`src/hw/rtl/nfcd_pkg.sv`:
```
// Package for the null-free constant decomposer.
// Holds the sequencer states, rule codes, the factor table with its divisibility
// constants and the byte check. Depends on nothing; every other file uses it.
`default_nettype none

package nfcd_pkg;

  localparam int unsigned DataW    = 32;
  localparam int unsigned ByteW    = 8;
  localparam int unsigned CodeW    = 2;
  localparam int unsigned ShiftW   = 5;
  localparam int unsigned FactorW  = 5;
  localparam int unsigned FactorN  = 12;
  localparam int unsigned FactorIdxW = $clog2(FactorN);
  localparam int unsigned InvSteps = 5;
  localparam logic [ShiftW-1:0] PowShiftFirst = ShiftW'(1);
  localparam logic [ShiftW-1:0] PowShiftLast  = ShiftW'(30);
  localparam logic [ByteW-1:0]  ByteLast      = {ByteW{1'b1}};
  localparam logic [FactorIdxW-1:0] FactorIdxLast = FactorIdxW'(FactorN - 1);

  typedef enum logic [CodeW-1:0] {
    RULE_SHIFT = 2'd0,
    RULE_ADD   = 2'd1,
    RULE_MUL   = 2'd2
  } nfcd_rule_e;

  typedef enum logic [2:0] {
    ST_IDLE,
    ST_SHIFT,
    ST_HALF,
    ST_REPL,
    ST_POW,
    ST_MUL_START,
    ST_MUL_WAIT,
    ST_FIN
  } nfcd_state_e;

  // Result of the shared candidate tester.
  typedef struct packed {
    logic             lt;       // candidate below the target
    logic             cand_nf;  // candidate has no zero byte
    logic             diff_nf;  // target minus candidate has no zero byte
    logic [DataW-1:0] diff;
  } nfcd_test_t;

  // Status from the factor test unit.
  typedef struct packed {
    logic             done;
    logic             rem_zero;
    logic [DataW-1:0] quotient;
  } nfcd_div_t;

  function automatic logic no_zero_byte(input logic [DataW-1:0] v);
    no_zero_byte = (v[7:0] != 8'h00) && (v[15:8] != 8'h00) &&
                   (v[23:16] != 8'h00) && (v[31:24] != 8'h00);
  endfunction

  function automatic logic [FactorW-1:0] factor(input logic [FactorIdxW-1:0] idx);
    case (idx)
      4'd0:    factor = 5'h02;
      4'd1:    factor = 5'h03;
      4'd2:    factor = 5'h05;
      4'd3:    factor = 5'h07;
      4'd4:    factor = 5'h0B;
      4'd5:    factor = 5'h0D;
      4'd6:    factor = 5'h11;
      4'd7:    factor = 5'h13;
      4'd8:    factor = 5'h17;
      4'd9:    factor = 5'h19;
      4'd10:   factor = 5'h1D;
      4'd11:   factor = 5'h1F;
      default: factor = 5'h1F;
    endcase
  endfunction

  // Inverse of an odd value modulo 2^DataW. Each Newton step doubles the
  // number of correct low bits, and the value itself is right in three bits.
  function automatic logic [DataW-1:0] odd_inverse(input logic [DataW-1:0] f);
    logic [DataW-1:0] x;
    x = f;
    for (int i = 0; i < InvSteps; i++) begin
      x = x * (DataW'(2) - f * x);
    end
    odd_inverse = x;
  endfunction

  // Per-factor constants of the divisibility test, in factor order: the inverse
  // and the largest quotient that fits. The entries of the even factor are unused.
  localparam logic [DataW-1:0] FactorInv [FactorN] = '{
    {DataW{1'b0}},
    odd_inverse(DataW'(5'h03)), odd_inverse(DataW'(5'h05)),
    odd_inverse(DataW'(5'h07)), odd_inverse(DataW'(5'h0B)),
    odd_inverse(DataW'(5'h0D)), odd_inverse(DataW'(5'h11)),
    odd_inverse(DataW'(5'h13)), odd_inverse(DataW'(5'h17)),
    odd_inverse(DataW'(5'h19)), odd_inverse(DataW'(5'h1D)),
    odd_inverse(DataW'(5'h1F))
  };

  localparam logic [DataW-1:0] FactorLim [FactorN] = '{
    {DataW{1'b0}},
    {DataW{1'b1}} / DataW'(5'h03), {DataW{1'b1}} / DataW'(5'h05),
    {DataW{1'b1}} / DataW'(5'h07), {DataW{1'b1}} / DataW'(5'h0B),
    {DataW{1'b1}} / DataW'(5'h0D), {DataW{1'b1}} / DataW'(5'h11),
    {DataW{1'b1}} / DataW'(5'h13), {DataW{1'b1}} / DataW'(5'h17),
    {DataW{1'b1}} / DataW'(5'h19), {DataW{1'b1}} / DataW'(5'h1D),
    {DataW{1'b1}} / DataW'(5'h1F)
  };

endpackage

`default_nettype wire

```
`src/hw/rtl/nfcd_if.sv`:
```
// Request and result channel interfaces of the null-free constant decomposer.
// Valid/ready handshake; depends on nfcd_pkg for the field widths.
`default_nettype none

interface nfcd_in_if;
  logic                        valid;
  logic                        ready;
  logic [nfcd_pkg::DataW-1:0]  target_value;

  modport source (output valid, output target_value, input ready);
  modport sink   (input valid, input target_value, output ready);
endinterface

interface nfcd_out_if;
  logic                        valid;
  logic                        ready;
  logic                        found;
  logic [nfcd_pkg::CodeW-1:0]  rule_code;
  logic [nfcd_pkg::DataW-1:0]  first_param;
  logic [nfcd_pkg::DataW-1:0]  second_param;

  modport source (output valid, output found, output rule_code,
                  output first_param, output second_param, input ready);
  modport sink   (input valid, input found, input rule_code,
                  input first_param, input second_param, output ready);
endinterface

`default_nettype wire

```
`src/hw/rtl/nfcd_test.sv`:
```
// Shared candidate tester: one subtract, one compare and two byte checks.
// Depends on nfcd_pkg.
`default_nettype none

module nfcd_test (
  input  logic [nfcd_pkg::DataW-1:0] target_i,
  input  logic [nfcd_pkg::DataW-1:0] cand_i,
  output nfcd_pkg::nfcd_test_t       res_o
);

  logic [nfcd_pkg::DataW-1:0] diff;

  assign diff          = target_i - cand_i;
  assign res_o.diff    = diff;
  assign res_o.lt      = cand_i < target_i;
  assign res_o.cand_nf = nfcd_pkg::no_zero_byte(cand_i);
  assign res_o.diff_nf = nfcd_pkg::no_zero_byte(diff);

endmodule

`default_nettype wire

```
`src/hw/rtl/nfcd_div.sv`:
```
// Exact division by a table factor: odd factors by a multiply with their inverse
// modulo 2^32, the factor two by a shift; the result is registered after start.
// Depends on nfcd_pkg.
`default_nettype none

module nfcd_div (
  input  logic                            clk_i,
  input  logic                            rst_ni,
  input  logic                            start_i,
  input  logic [nfcd_pkg::DataW-1:0]      dividend_i,
  input  logic [nfcd_pkg::FactorIdxW-1:0] fidx_i,
  output nfcd_pkg::nfcd_div_t             stat_o
);

  logic [nfcd_pkg::FactorW-1:0]  dvs;
  logic [nfcd_pkg::DataW-1:0]    prod;
  logic                          done_q;
  logic                          exact_q, exact_d;
  logic [nfcd_pkg::DataW-1:0]    quo_q, quo_d;

  assign dvs  = nfcd_pkg::factor(fidx_i);
  // For an odd factor the product is the quotient when the factor divides the
  // dividend; otherwise it lands above the largest possible quotient.
  assign prod = dividend_i * nfcd_pkg::FactorInv[fidx_i];

  always_comb begin
    if (!dvs[0]) begin
      // The only even factor is two.
      quo_d   = dividend_i >> 1;
      exact_d = !dividend_i[0];
    end else begin
      quo_d   = prod;
      exact_d = prod <= nfcd_pkg::FactorLim[fidx_i];
    end
  end

  always_ff @(posedge clk_i or negedge rst_ni) begin
    if (!rst_ni) begin
      done_q <= 1'b0;
    end else begin
      done_q <= start_i;
    end
  end

  always_ff @(posedge clk_i) begin
    if (start_i) begin
      quo_q   <= quo_d;
      exact_q <= exact_d;
    end
  end

  assign stat_o.done     = done_q;
  assign stat_o.rem_zero = exact_q;
  assign stat_o.quotient = quo_q;

endmodule

`default_nettype wire

```
`src/hw/rtl/null_free_constant_decomposer.sv`:
```
// Null-free constant decomposer: a sequencer over a shared candidate tester and
// a factor test unit. Depends on nfcd_pkg, nfcd_if, nfcd_test and nfcd_div.
//
// The block takes one 32-bit target per request and returns one result: whether
// the target can be built from pieces whose four bytes are all nonzero, by which
// rule (shift, additive or multiply, tried in that priority), and the two
// parameters of the decomposition, all zero when nothing is found. The request
// port is ready only while the sequencer is idle; a finished result sits in an
// output register, so the next request is taken while it still waits. Each
// request goes through the search in order: up to 31 trailing zeros are
// stripped and the odd part is tested, then the half split, up to 255
// replicated-byte candidates and 30 x 256 power candidates at one candidate
// per cycle through the shared tester, then 12 factors through the factor
// test unit (multiply by the inverse, or a shift for two), and last the
// result is handed over.
`default_nettype none

module null_free_constant_decomposer (
  input  logic              clk_i,
  input  logic              rst_ni,
  nfcd_in_if.sink           req_i,
  nfcd_out_if.source        rsp_o
);

  localparam int unsigned DW = nfcd_pkg::DataW;
  localparam int unsigned BW = nfcd_pkg::ByteW;

  // Sequencer state and working registers.
  nfcd_pkg::nfcd_state_e state_q, state_d;
  logic [DW-1:0]                       tgt_q, tgt_d;
  logic [DW-1:0]                       base_q, base_d;
  logic [nfcd_pkg::ShiftW-1:0]         n_q, n_d;
  logic [BW-1:0]                       k_q, k_d;
  logic [nfcd_pkg::ShiftW-1:0]         s_q, s_d;
  logic [BW-1:0]                       a_q, a_d;
  logic [nfcd_pkg::FactorIdxW-1:0]     fi_q, fi_d;

  // Result registers of the item at work.
  logic                        found_q, found_d;
  nfcd_pkg::nfcd_rule_e        code_q, code_d;
  logic [DW-1:0]               p1_q, p1_d;
  logic [DW-1:0]               p2_q, p2_d;

  // Output register.
  logic                        ovalid_q, ovalid_d;
  logic                        ofound_q, ofound_d;
  logic [nfcd_pkg::CodeW-1:0]  ocode_q, ocode_d;
  logic [DW-1:0]               op1_q, op1_d;
  logic [DW-1:0]               op2_q, op2_d;

  logic                        accept;
  logic                        out_free;
  logic [DW-1:0]               cand;
  logic [DW-1:0]               pow_cand;
  logic [nfcd_pkg::FactorW-1:0] fac;
  logic                        div_start;
  nfcd_pkg::nfcd_test_t        tst;
  nfcd_pkg::nfcd_div_t         dv;

  // Decisions taken by the sequencer in each state.
  logic shift_go;      // even target, start stripping zeros
  logic shift_hit;     // odd part reached and null-free
  logic half_hit;
  logic repl_hit;
  logic repl_end;      // candidate reached the target or all bytes used
  logic pow_hit;
  logic pow_next_s;    // leave the current power for the next one
  logic pow_end;
  logic mul_skip;      // zero and one have no factorization
  logic mul_hit;
  logic mul_end;

  assign accept   = req_i.valid && req_i.ready;
  assign out_free = !ovalid_q || rsp_o.ready;
  assign req_i.ready = state_q == nfcd_pkg::ST_IDLE;

  // Power candidate: the power of two with byte a copied into the top three bytes.
  assign pow_cand = (DW'(1) << s_q) | {a_q, a_q, a_q, {BW{1'b0}}};
  assign fac      = nfcd_pkg::factor(fi_q);

  always_comb begin
    case (state_q)
      nfcd_pkg::ST_HALF: cand = {1'b0, tgt_q[DW-1:1]};
      nfcd_pkg::ST_REPL: cand = {k_q, k_q, k_q, k_q};
      nfcd_pkg::ST_POW:  cand = pow_cand;
      default:           cand = '0;
    endcase
  end

  nfcd_test u_test (
    .target_i (tgt_q),
    .cand_i   (cand),
    .res_o    (tst)
  );

  assign div_start = state_q == nfcd_pkg::ST_MUL_START && !mul_skip;

  nfcd_div u_div (
    .clk_i      (clk_i),
    .rst_ni     (rst_ni),
    .start_i    (div_start),
    .dividend_i (tgt_q),
    .fidx_i     (fi_q),
    .stat_o     (dv)
  );

  assign shift_go   = (req_i.target_value != '0) && !req_i.target_value[0];
  assign shift_hit  = base_q[0] && nfcd_pkg::no_zero_byte(base_q);
  assign half_hit   = tst.cand_nf && tst.diff_nf;
  // Replicated-byte candidates are always null-free, only the remainder matters.
  assign repl_hit   = tst.lt && tst.diff_nf;
  assign repl_end   = !tst.lt || (k_q == nfcd_pkg::ByteLast);
  // With a equal to zero the candidate is the bare power, so the same compare
  // also skips powers that are not below the target.
  assign pow_hit    = tst.lt && tst.cand_nf && tst.diff_nf;
  assign pow_next_s = !tst.lt || (a_q == nfcd_pkg::ByteLast);
  assign pow_end    = pow_next_s && (s_q == nfcd_pkg::PowShiftLast);
  assign mul_skip   = tgt_q[DW-1:1] == '0;
  assign mul_hit    = dv.done && dv.rem_zero && nfcd_pkg::no_zero_byte(dv.quotient);
  assign mul_end    = fi_q == nfcd_pkg::FactorIdxLast;

  // Next-state logic.
  always_comb begin
    state_d = state_q;
    case (state_q)
      nfcd_pkg::ST_IDLE: begin
        if (accept) begin
          state_d = shift_go ? nfcd_pkg::ST_SHIFT : nfcd_pkg::ST_HALF;
        end
      end
      nfcd_pkg::ST_SHIFT: begin
        if (base_q[0]) begin
          state_d = shift_hit ? nfcd_pkg::ST_FIN : nfcd_pkg::ST_HALF;
        end
      end
      nfcd_pkg::ST_HALF: begin
        state_d = half_hit ? nfcd_pkg::ST_FIN : nfcd_pkg::ST_REPL;
      end
      nfcd_pkg::ST_REPL: begin
        if (repl_hit) begin
          state_d = nfcd_pkg::ST_FIN;
        end else if (repl_end) begin
          state_d = nfcd_pkg::ST_POW;
        end
      end
      nfcd_pkg::ST_POW: begin
        if (pow_hit) begin
          state_d = nfcd_pkg::ST_FIN;
        end else if (pow_end) begin
          state_d = nfcd_pkg::ST_MUL_START;
        end
      end
      nfcd_pkg::ST_MUL_START: begin
        state_d = mul_skip ? nfcd_pkg::ST_FIN : nfcd_pkg::ST_MUL_WAIT;
      end
      nfcd_pkg::ST_MUL_WAIT: begin
        if (dv.done) begin
          if (mul_hit || mul_end) begin
            state_d = nfcd_pkg::ST_FIN;
          end else begin
            state_d = nfcd_pkg::ST_MUL_START;
          end
        end
      end
      nfcd_pkg::ST_FIN: begin
        if (out_free) begin
          state_d = nfcd_pkg::ST_IDLE;
        end
      end
      default: state_d = nfcd_pkg::ST_IDLE;
    endcase
  end

  // Datapath and result updates.
  always_comb begin
    tgt_d   = tgt_q;
    base_d  = base_q;
    n_d     = n_q;
    k_d     = k_q;
    s_d     = s_q;
    a_d     = a_q;
    fi_d    = fi_q;
    found_d = found_q;
    code_d  = code_q;
    p1_d    = p1_q;
    p2_d    = p2_q;
    case (state_q)
      nfcd_pkg::ST_IDLE: begin
        if (accept) begin
          // Results start out as "not found" and are overwritten on a hit.
          tgt_d   = req_i.target_value;
          base_d  = req_i.target_value;
          n_d     = '0;
          found_d = 1'b0;
          code_d  = nfcd_pkg::RULE_SHIFT;
          p1_d    = '0;
          p2_d    = '0;
        end
      end
      nfcd_pkg::ST_SHIFT: begin
        if (!base_q[0]) begin
          base_d = base_q >> 1;
          n_d    = n_q + nfcd_pkg::ShiftW'(1);
        end else if (shift_hit) begin
          found_d = 1'b1;
          code_d  = nfcd_pkg::RULE_SHIFT;
          p1_d    = base_q;
          p2_d    = DW'(n_q);
        end
      end
      nfcd_pkg::ST_HALF: begin
        k_d = BW'(1);
        if (half_hit) begin
          found_d = 1'b1;
          code_d  = nfcd_pkg::RULE_ADD;
          p1_d    = cand;
          p2_d    = tst.diff;
        end
      end
      nfcd_pkg::ST_REPL: begin
        s_d = nfcd_pkg::PowShiftFirst;
        a_d = '0;
        k_d = k_q + BW'(1);
        if (repl_hit) begin
          found_d = 1'b1;
          code_d  = nfcd_pkg::RULE_ADD;
          p1_d    = cand;
          p2_d    = tst.diff;
        end
      end
      nfcd_pkg::ST_POW: begin
        fi_d = '0;
        if (pow_hit) begin
          found_d = 1'b1;
          code_d  = nfcd_pkg::RULE_ADD;
          p1_d    = cand;
          p2_d    = tst.diff;
        end else if (pow_next_s) begin
          s_d = s_q + nfcd_pkg::ShiftW'(1);
          a_d = '0;
        end else begin
          a_d = a_q + BW'(1);
        end
      end
      nfcd_pkg::ST_MUL_WAIT: begin
        if (mul_hit) begin
          found_d = 1'b1;
          code_d  = nfcd_pkg::RULE_MUL;
          p1_d    = DW'(fac);
          p2_d    = dv.quotient;
        end else if (dv.done) begin
          fi_d = fi_q + nfcd_pkg::FactorIdxW'(1);
        end
      end
      default: begin
      end
    endcase
  end

  // Output register: loaded when the sequencer finishes and the slot is free.
  always_comb begin
    ovalid_d = ovalid_q;
    ofound_d = ofound_q;
    ocode_d  = ocode_q;
    op1_d    = op1_q;
    op2_d    = op2_q;
    if (rsp_o.valid && rsp_o.ready) begin
      ovalid_d = 1'b0;
    end
    if (state_q == nfcd_pkg::ST_FIN && out_free) begin
      ovalid_d = 1'b1;
      ofound_d = found_q;
      ocode_d  = code_q;
      op1_d    = p1_q;
      op2_d    = p2_q;
    end
  end

  always_ff @(posedge clk_i or negedge rst_ni) begin
    if (!rst_ni) begin
      state_q  <= nfcd_pkg::ST_IDLE;
      ovalid_q <= 1'b0;
    end else begin
      state_q  <= state_d;
      ovalid_q <= ovalid_d;
    end
  end

  always_ff @(posedge clk_i) begin
    tgt_q   <= tgt_d;
    base_q  <= base_d;
    n_q     <= n_d;
    k_q     <= k_d;
    s_q     <= s_d;
    a_q     <= a_d;
    fi_q    <= fi_d;
    found_q <= found_d;
    code_q  <= code_d;
    p1_q    <= p1_d;
    p2_q    <= p2_d;
    ofound_q <= ofound_d;
    ocode_q  <= ocode_d;
    op1_q    <= op1_d;
    op2_q    <= op2_d;
  end

  assign rsp_o.valid        = ovalid_q;
  assign rsp_o.found        = ofound_q;
  assign rsp_o.rule_code    = ocode_q;
  assign rsp_o.first_param  = op1_q;
  assign rsp_o.second_param = op2_q;

  // A request is taken only from idle, so the port drops right after one.
  a_busy_after_req: assert property (@(posedge clk_i) disable iff (!rst_ni)
    accept |=> !req_i.ready)
    else $error("request port stayed ready after a request");

  // A miss carries all-zero fields.
  a_miss_zero: assert property (@(posedge clk_i) disable iff (!rst_ni)
    (rsp_o.valid && !rsp_o.found) |->
      (rsp_o.rule_code == nfcd_pkg::RULE_SHIFT && rsp_o.first_param == '0 &&
       rsp_o.second_param == '0))
    else $error("miss result with nonzero fields");

  // A shift hit has an odd base and an amount from 1 to 31.
  a_shift_form: assert property (@(posedge clk_i) disable iff (!rst_ni)
    (rsp_o.valid && rsp_o.found && rsp_o.rule_code == nfcd_pkg::RULE_SHIFT) |->
      (rsp_o.first_param[0] && rsp_o.second_param != '0 &&
       rsp_o.second_param[DW-1:nfcd_pkg::ShiftW] == '0))
    else $error("malformed shift result");

  // Additive hits add back to the parts; both parts are null-free.
  a_add_form: assert property (@(posedge clk_i) disable iff (!rst_ni)
    (rsp_o.valid && rsp_o.found && rsp_o.rule_code == nfcd_pkg::RULE_ADD) |->
      (nfcd_pkg::no_zero_byte(rsp_o.first_param) &&
       nfcd_pkg::no_zero_byte(rsp_o.second_param)))
    else $error("additive result with a zero byte");

  // A factor test completes only while the sequencer waits on it.
  a_div_seq: assert property (@(posedge clk_i) disable iff (!rst_ni)
    dv.done |-> state_q == nfcd_pkg::ST_MUL_WAIT)
    else $error("factor test finished outside the multiply wait");

endmodule

`default_nettype wire

```
`src/flat_wrapper.sv`:
```
// flat-port wrapper written by rule: the top's interface ports become plain ports
module null_free_constant_decomposer_flat 
  (clk_i, rst_ni, req_i_valid, req_i_target_value, req_i_ready, rsp_o_valid, rsp_o_found, rsp_o_rule_code, rsp_o_first_param, rsp_o_second_param, rsp_o_ready);
  nfcd_in_if req_i_i ();
  nfcd_out_if rsp_o_i ();
  input  logic clk_i;
  input  logic rst_ni;
  input wire logic [$bits(req_i_i.valid)-1:0] req_i_valid;
  input wire logic [$bits(req_i_i.target_value)-1:0] req_i_target_value;
  output wire logic [$bits(req_i_i.ready)-1:0] req_i_ready;
  output wire logic [$bits(rsp_o_i.valid)-1:0] rsp_o_valid;
  output wire logic [$bits(rsp_o_i.found)-1:0] rsp_o_found;
  output wire logic [$bits(rsp_o_i.rule_code)-1:0] rsp_o_rule_code;
  output wire logic [$bits(rsp_o_i.first_param)-1:0] rsp_o_first_param;
  output wire logic [$bits(rsp_o_i.second_param)-1:0] rsp_o_second_param;
  input wire logic [$bits(rsp_o_i.ready)-1:0] rsp_o_ready;
  assign req_i_i.valid = req_i_valid;
  assign req_i_i.target_value = req_i_target_value;
  assign req_i_ready = req_i_i.ready;
  assign rsp_o_valid = rsp_o_i.valid;
  assign rsp_o_found = rsp_o_i.found;
  assign rsp_o_rule_code = rsp_o_i.rule_code;
  assign rsp_o_first_param = rsp_o_i.first_param;
  assign rsp_o_second_param = rsp_o_i.second_param;
  assign rsp_o_i.ready = rsp_o_ready;
  null_free_constant_decomposer u_core (.clk_i(clk_i), .rst_ni(rst_ni), .req_i(req_i_i), .rsp_o(rsp_o_i));
endmodule
```
`config.mk`:
```
export PLATFORM = sky130hd
export DESIGN_NAME = null_free_constant_decomposer_flat
export DESIGN_NICKNAME = d
export VERILOG_FILES = /design/src/hw/rtl/nfcd_pkg.sv /design/src/hw/rtl/nfcd_if.sv /design/src/hw/rtl/nfcd_test.sv /design/src/hw/rtl/nfcd_div.sv /design/src/hw/rtl/null_free_constant_decomposer.sv /design/src/flat_wrapper.sv
export SDC_FILE = /design/constraint.sdc
export NUM_CORES = 2
export LEC_CHECK = 0
export ABC_AREA = 1
export BUFFER_PORTS_ARGS = -buffer_cell sky130_fd_sc_hd__buf_4
export CAP_MARGIN = 40
export CORE_MARGIN = 2
export CORE_UTILIZATION = 55
export DETAILED_ROUTE_END_ITERATION = 10
export MAX_ROUTING_LAYER = met4
export PLACE_DENSITY = 0.72
export REMOVE_ABC_BUFFERS = 1
export SLEW_MARGIN = 20
export SYNTH_ARGS = -nofsm -noshare
export SYNTH_HDL_FRONTEND = slang
export SYNTH_HIERARCHICAL = 1
export SYNTH_SLANG_ARGS = --single-unit
```
`constraint.sdc`:
```
create_clock -name clk_i -period 31 [get_ports clk_i]
set_input_delay 6.2 -clock clk_i [delete_from_list [all_inputs] [get_ports clk_i]]
set_output_delay 6.2 -clock clk_i [all_outputs]
set_load 0.02 [all_outputs]
```
# Word level (Yosys, flattened, before mapping)
# Memories as Yosys holds them, arrays and structs flattened. A register that Yosys moved wholly into a read port is not among the register bits.
# Cells that the tools add are included.
word_totals:
  ff_bits: 266
  latch_bits: 0
  ramBits: 0
  rom_bits: 1184
  inputBits: 36
  output_inout_bits: 69
  mem_count: 4
classes:
  n_addsub: 6
  multipliers: 1
  div: 0
  order_cmp: 3
  n_eq_ne: 26
  shifts: 1
  mux: 72
  n_bitwise: 2
  reduce_logical: 67
mem_list:
  columns: ["memory", "words", "word_bits", "rd", "rd_ports_with_merged_regs", "wr", "line", "text"]
  rows:
  - ["(name not given)", 16, 32, 1, 0, 0, "nfcd_div.sv:33", "exact_d = prod <= nfcd_pkg::FactorLim[fidx_i];"]
  - ["(name not given)", 16, 32, 1, 0, 0, "nfcd_div.sv:24", "assign prod = dividend_i * nfcd_pkg::FactorInv[fidx_i];"]
  - ["(name not given)", 16, 5, 1, 1, 0, "nfcd_pkg.sv:59", "case (idx)"]
  - ["(name not given)", 16, 5, 1, 1, 0, "nfcd_pkg.sv:59", null]
ops:
  columns: ["op", "count"]
  rows:
  - ["two-way mux 32 bit", 19]
  - ["case mux 32 bit (6 select lines)", 2]
  - ["nonzero test 8 bit", 16]
  - ["case mux 32 bit (3 select lines)", 1]
  - ["case mux 32 bit (2 select lines)", 1]
  - ["<= comparator 32 bit", 1]
  - ["less-than comparator 32 bit", 1]
  - ["multiplier 32 x 32 -> 32 bit", 1]
  - ["bitwise OR 32 bit", 1]
  - ["case mux 8 bit (2 select lines)", 2]
  - ["nonzero test 32 bit", 1]
  - ["left shift 1 x 5 -> 32 bit (first input constant)", 1]
  - ["subtractor 32 bit", 1]
  - ["logical NOT 31 bit", 1]
  - ["two-way mux 31 bit", 1]
  - ["two-way mux 3 bit", 10]
  - ["logical AND 1 bit", 25]
  - ["case mux 3 bit (8 select lines)", 1]
  - ["two-way mux 5 bit", 4]
  - ["case mux 5 bit (2 select lines)", 2]
  - ["two-way mux 2 bit", 9]
  - ["adder 8 x 1 -> 8 bit (second input constant)", 2]
  - ["equality test 8 bit (second input constant)", 2]
  - ["two-way mux 4 bit", 4]
  - ["26 further kinds", 69]

# Depth between registers and ports, before layout
logic_depth:
  word_depth: 11
  mapped_depth: 47

# Cells and area by module
# Netlist, hierarchy kept.
by_module_without_submodules:
  columns: ["mod", "instances", "cells_per_inst", "area_per_inst_um2", "seq_area_each_um2"]
  rows:
  - ["nfcd_div", 1, 2430, 18903.1, 1016.0]
  - ["null_free_constant_decomposer", 1, 898, 10346.2, 7046.8]
  - ["nfcd_test", 1, 656, 3065.4, 0.0]

# Worst setup path after synthesis
# OpenSTA, ideal clock, no wires.
synth_timing:
  path_kind: "input-to-reg"
  start: "in req_i_valid"
  end: "reg u_core.code_q[0] (enable)"
  t_arrival_ns: 12.685
  t_required_ns: 30.343
  setup_slack_ns: 17.658
  path_stages: 2
  n_path_buf: 0
  cell_sequence: "o21ai_1 > nor4_1"
synth_between:
  elab_chain_cells: 3
synth_lines:
  columns: ["item", "line", "text"]
  rows:
  - ["start, declared", "flat_wrapper.sv:8", "input wire logic [$bits(req_i_i.valid)-1:0] req_i_valid;"]
  - ["logical AND 1 bit", "null_free_constant_decomposer.sv:73", "assign accept = req_i.valid && req_i.ready;"]
  - ["inequality test 2 bit (no line)", null, null]
  - ["AND reduction 8 bit (no line)", null, null]
  - ["end signal, assigned", "null_free_constant_decomposer.sv:298", "code_q <= code_d;"]
  - ["end, declared", "null_free_constant_decomposer.sv:40", "nfcd_pkg::nfcd_rule_e code_q, code_d;"]
# No other way between the ends.
# A chain may end at the register's enable or synchronous reset.

# Worst setup path after layout
layout_timing:
  start: "reg u_core/fi_q[1] (netlist bit)"
  end: "reg u_core.u_div.exact_q (data pin)"
layout_between:
  elab_chain_cells: 7
  elab_cells_between_ends: 10
  classes_between: "mul: 1; order compare: 1; mux: 5; bitwise: 1; memory: 2"
layout_lines:
  columns: ["item", "line", "text"]
  rows:
  - ["start, declared", "null_free_constant_decomposer.sv:36", "logic [nfcd_pkg::FactorIdxW-1:0] fi_q, fi_d;"]
  - ["start signal, assigned", "null_free_constant_decomposer.sv:296", "fi_q <= fi_d;"]
  - ["NOT 4 -> 5 bit (not written as such) *", "nfcd_div.sv:24, nfcd_div.sv:33", null]
  - ["memory (16 x 32 bit)", null, null]
  - ["two-way mux 32 bit (not written as such) (2 in series)", "nfcd_div.sv:24", null]
  - ["multiplier 32 x 32 -> 32 bit", "nfcd_div.sv:24", null]
  - ["<= comparator 32 bit *", "nfcd_div.sv:33", null]
  - ["two-way mux 1 bit *", "nfcd_div.sv:27", "if (!dvs[0]) begin"]
  - ["via u_core.u_div.exact_d", "nfcd_div.sv:18", "logic exact_q, exact_d;"]
  - ["end signal, assigned", "nfcd_div.sv:48", "exact_q <= exact_d;"]
  - ["end, declared", "nfcd_div.sv:18", null]
# The timed path passes the listed nets; every way through them passes the cells marked *. The select of a mux whose other input is x is not followed.

==> out/summary.txt <==
Status = finished clean
CP peak stage delay = 0.75 ns
I/O Buffers = 104
Initial drt markers = 3361
Final min period = 9.92 ns
Clk sink count = 271
Syn Inst Count = 3984
Area of the multi-input gates = 20500 µm²
WL/cell = 22.3 µm
First-pass iteration count of the detailed router = 8
Synth top area share = 25.3%
CP Data Arrival Time = 10.23 ns
Sequential standard cell area = 8060 µm²
Vias in the first global route = 26725
CP max FO = 16
H-tree depth = 1
Total power = 0.718 mW
Placed Cells incl. Taps = 4803
Num CTS Buffers = 25
Final HPWL DP = 84400 µm
Die Wd = 246 µm
Initial Util = 55.8%
Critical path's most frequent cell = nand2_1
Setup Buffers After CTS = 0
Slowest-stage cell, CP = edfxtp_1
Die H = 246 µm
CTS Root Cell = clkbuf_16
Layout Utilization = 60.3%
Highest Clock Rate = 0.101 GHz
Fin crit share = 32.0%
CTS max path bufs = 3
RSZ-0062 raised after global routing = no
Mean Syn Cell Area = 8.11 µm²
HP Class = register to register
Leakage Power = 17.8 nW
Antenna violations before repair = 2
Total core area = 57900 µm²
Largest net degree at the start of global routing = 78
R2r setup slk = 21.08 ns
Gr usage total = 37.6%
Top post-synthesis cells by area = fa_1 25%, edfxtp_1 24%, nand2_1 11%
Mapped cell area = 32300 µm²
MaxCap Viol Count = 0
I/O pin count = 105
Endpoint type of the worst setup path = register
Area of the die = 60700 µm²
Power per cell area = 20.5 nW/µm²
Top cells by count, synth = 981 x nand2_1, 855 x inv_1, 409 x fa_1
Core Rows = 88
Clock Skew = 0.0172 ns
Max-slew violations = 0
Commonest register cell after synthesis = edfxtp_1
Antenna-violating nets left = 0
Top delay family on crit path = adder cells
Async SR Flop Fraction = 1.85%
Area leader, netlist = fa_1
Synth Register Bits = 271
Setup TNS = 0 ns
Share of cells above drive strength 1 = 8.20%
Cell with the most instances after synthesis = nand2_1
Distinct cells, synth = 57
Max rail drop VDD = 0.0467 mV
Max-slew headroom = 38.8%
Crit path kind = register to register
Clk pin slew, worst setup/hold paths = 0.08 ns
Vias per cell = 5.71
GRT Residual Overflow = 0
RePlAce Congestion = 1.01
Final setup violation count = 0
Final Non-Filler Cells = 4854
CTS tree = built
Vias = 27693
Number of enable flip-flop cells after synthesis = 261
YS warnings = 6
Sequential area share after synthesis = 25.0%
CP Buf/Inv Count = 7
First-pass GRT wire length = 163000 µm
Clk_lat worst skew = 0.57 ns
Post-cts gate resize count = 0
Total wire length = 108000 µm
Final Hold Viols = 0
CP Launch Type = register
Syn-to-layout area delta = 8.15%
Tightest Pin Transition = 0.906 ns
Final net count = 4722
Layout filler cell count = 5261
Critical Path RT = 31.32 ns
Residual DRC = 0
Hold_buf cts = 0
-- final timing paths --
path,from,to,depth (start not counted)
worst max-delay path,u_core/fi_q[1],u_core/u_div/exact_q,43
worst min register to register,u_core/code_q[0],u_core/rsp_o.rule_code[0],0
worst max register to register,u_core/fi_q[1],u_core/u_div/exact_q,43
min in group asynchronous,rst_ni,u_core/rsp_o.valid,1
worst min-delay path,u_core/code_q[0],u_core/rsp_o.rule_code[0],0
max in group asynchronous,rst_ni,u_core/u_div/done_q,1
-- cell families (layout without fill, tap and decap cells) --
logic type / count (synthesis) / in the layout / share of synthesized area (%)
AND/OR/NAND/NOR: 1741 / 1741 / 22.9
buffers and inverters: 993 / 1096 / 11.8
adder cells (fa/ha/maj): 618 / 618 / 33.4
AO/OA/AOI/OAI: 321 / 321 / 5.85
flip-flops: 271 / 271 / 25.0
XOR/XNOR: 40 / 40 / 1.08
other: 0 / 2 / 0
-- worst register-to-register path, delay by kind of cell (launching register included) --
family	cells	cell delay, ns
compound gates	7	1.24
xor+xnor	1	0.11
fa+ha+maj	11	4.21
buf+inv	7	0.98
flops	1	0.75
simple gates	17	2.40
-- sequential cells by signal (all words and copies together), names as in the netlist, 5 cells and up --
name / cells
u_core/rsp_o.first_param: 32
u_core/p1_q: 32
u_core/fac: 5
u_core/u_div/quo_q: 32
u_core/a_q: 8
u_core/k_q: 8
u_core/rsp_o.second_param: 32
u_core/p2_q: 32
u_core/n_q: 5
u_core/tgt_q: 32
u_core/s_q: 5
u_core/base_q: 32
-- cell usage in the layout (no fill, tap or decap), types with 54 or more instances in the layout --
cell type and count:
nand3_1 148, inv_1 855, edfxtp_1 261, nand2_1 981, o21ai_0 120, nor2_1 383
buf_4 161, a21oi_1 100, ha_1 209, fa_1 409, nand4_1 54
-- power breakdown --
part | internal [mW] | total [mW] | switching [mW]
registers | 0.396 | 0.396 | 0.00000000000000000381
clock network | 0.168 | 0.314 | 0.146
logic | 0.00393 | 0.00772 | 0.00378
total | 0.568 | 0.718 | 0.150
-- layout make-up --
| type | instances | share of cell area [%] |
|---|---|---|
| multi-input combinational | 2720 | 58.6 |
| sequential | 271 | 23.1 |
| inverter | 883 | 9.48 |
| timing repair buffer | 167 | 3.78 |
| tap | 765 | 2.74 |
| clock buffer | 26 | 1.80 |
| clock inverter | 20 | 0.533 |
| antenna | 2 | 0.0143 |
-- routing by layer --
metal	share of wire (%)	GRT usage, %	wire [µm]
met1	42	54.2	45400
met2	42	53.9	45900
met3	12	7.77	12900
met4	3.6	10.6	3950
met5	0	-	0
-- metrics by stage --
step           area [µm²]  setup slack (ns)  hold slack, ns
5_1_grt             34900             20.44           0.413
3_3_place_gp        34000             21.25           0.401
4_1_cts             34900             21.26           0.412
3_5_place_dp        34100             21.26           0.405
2_1_floorplan       31800             17.65           0.400
6_report            34900             21.08           0.416
Note: power is estimated with default switching activity, not from simulation.
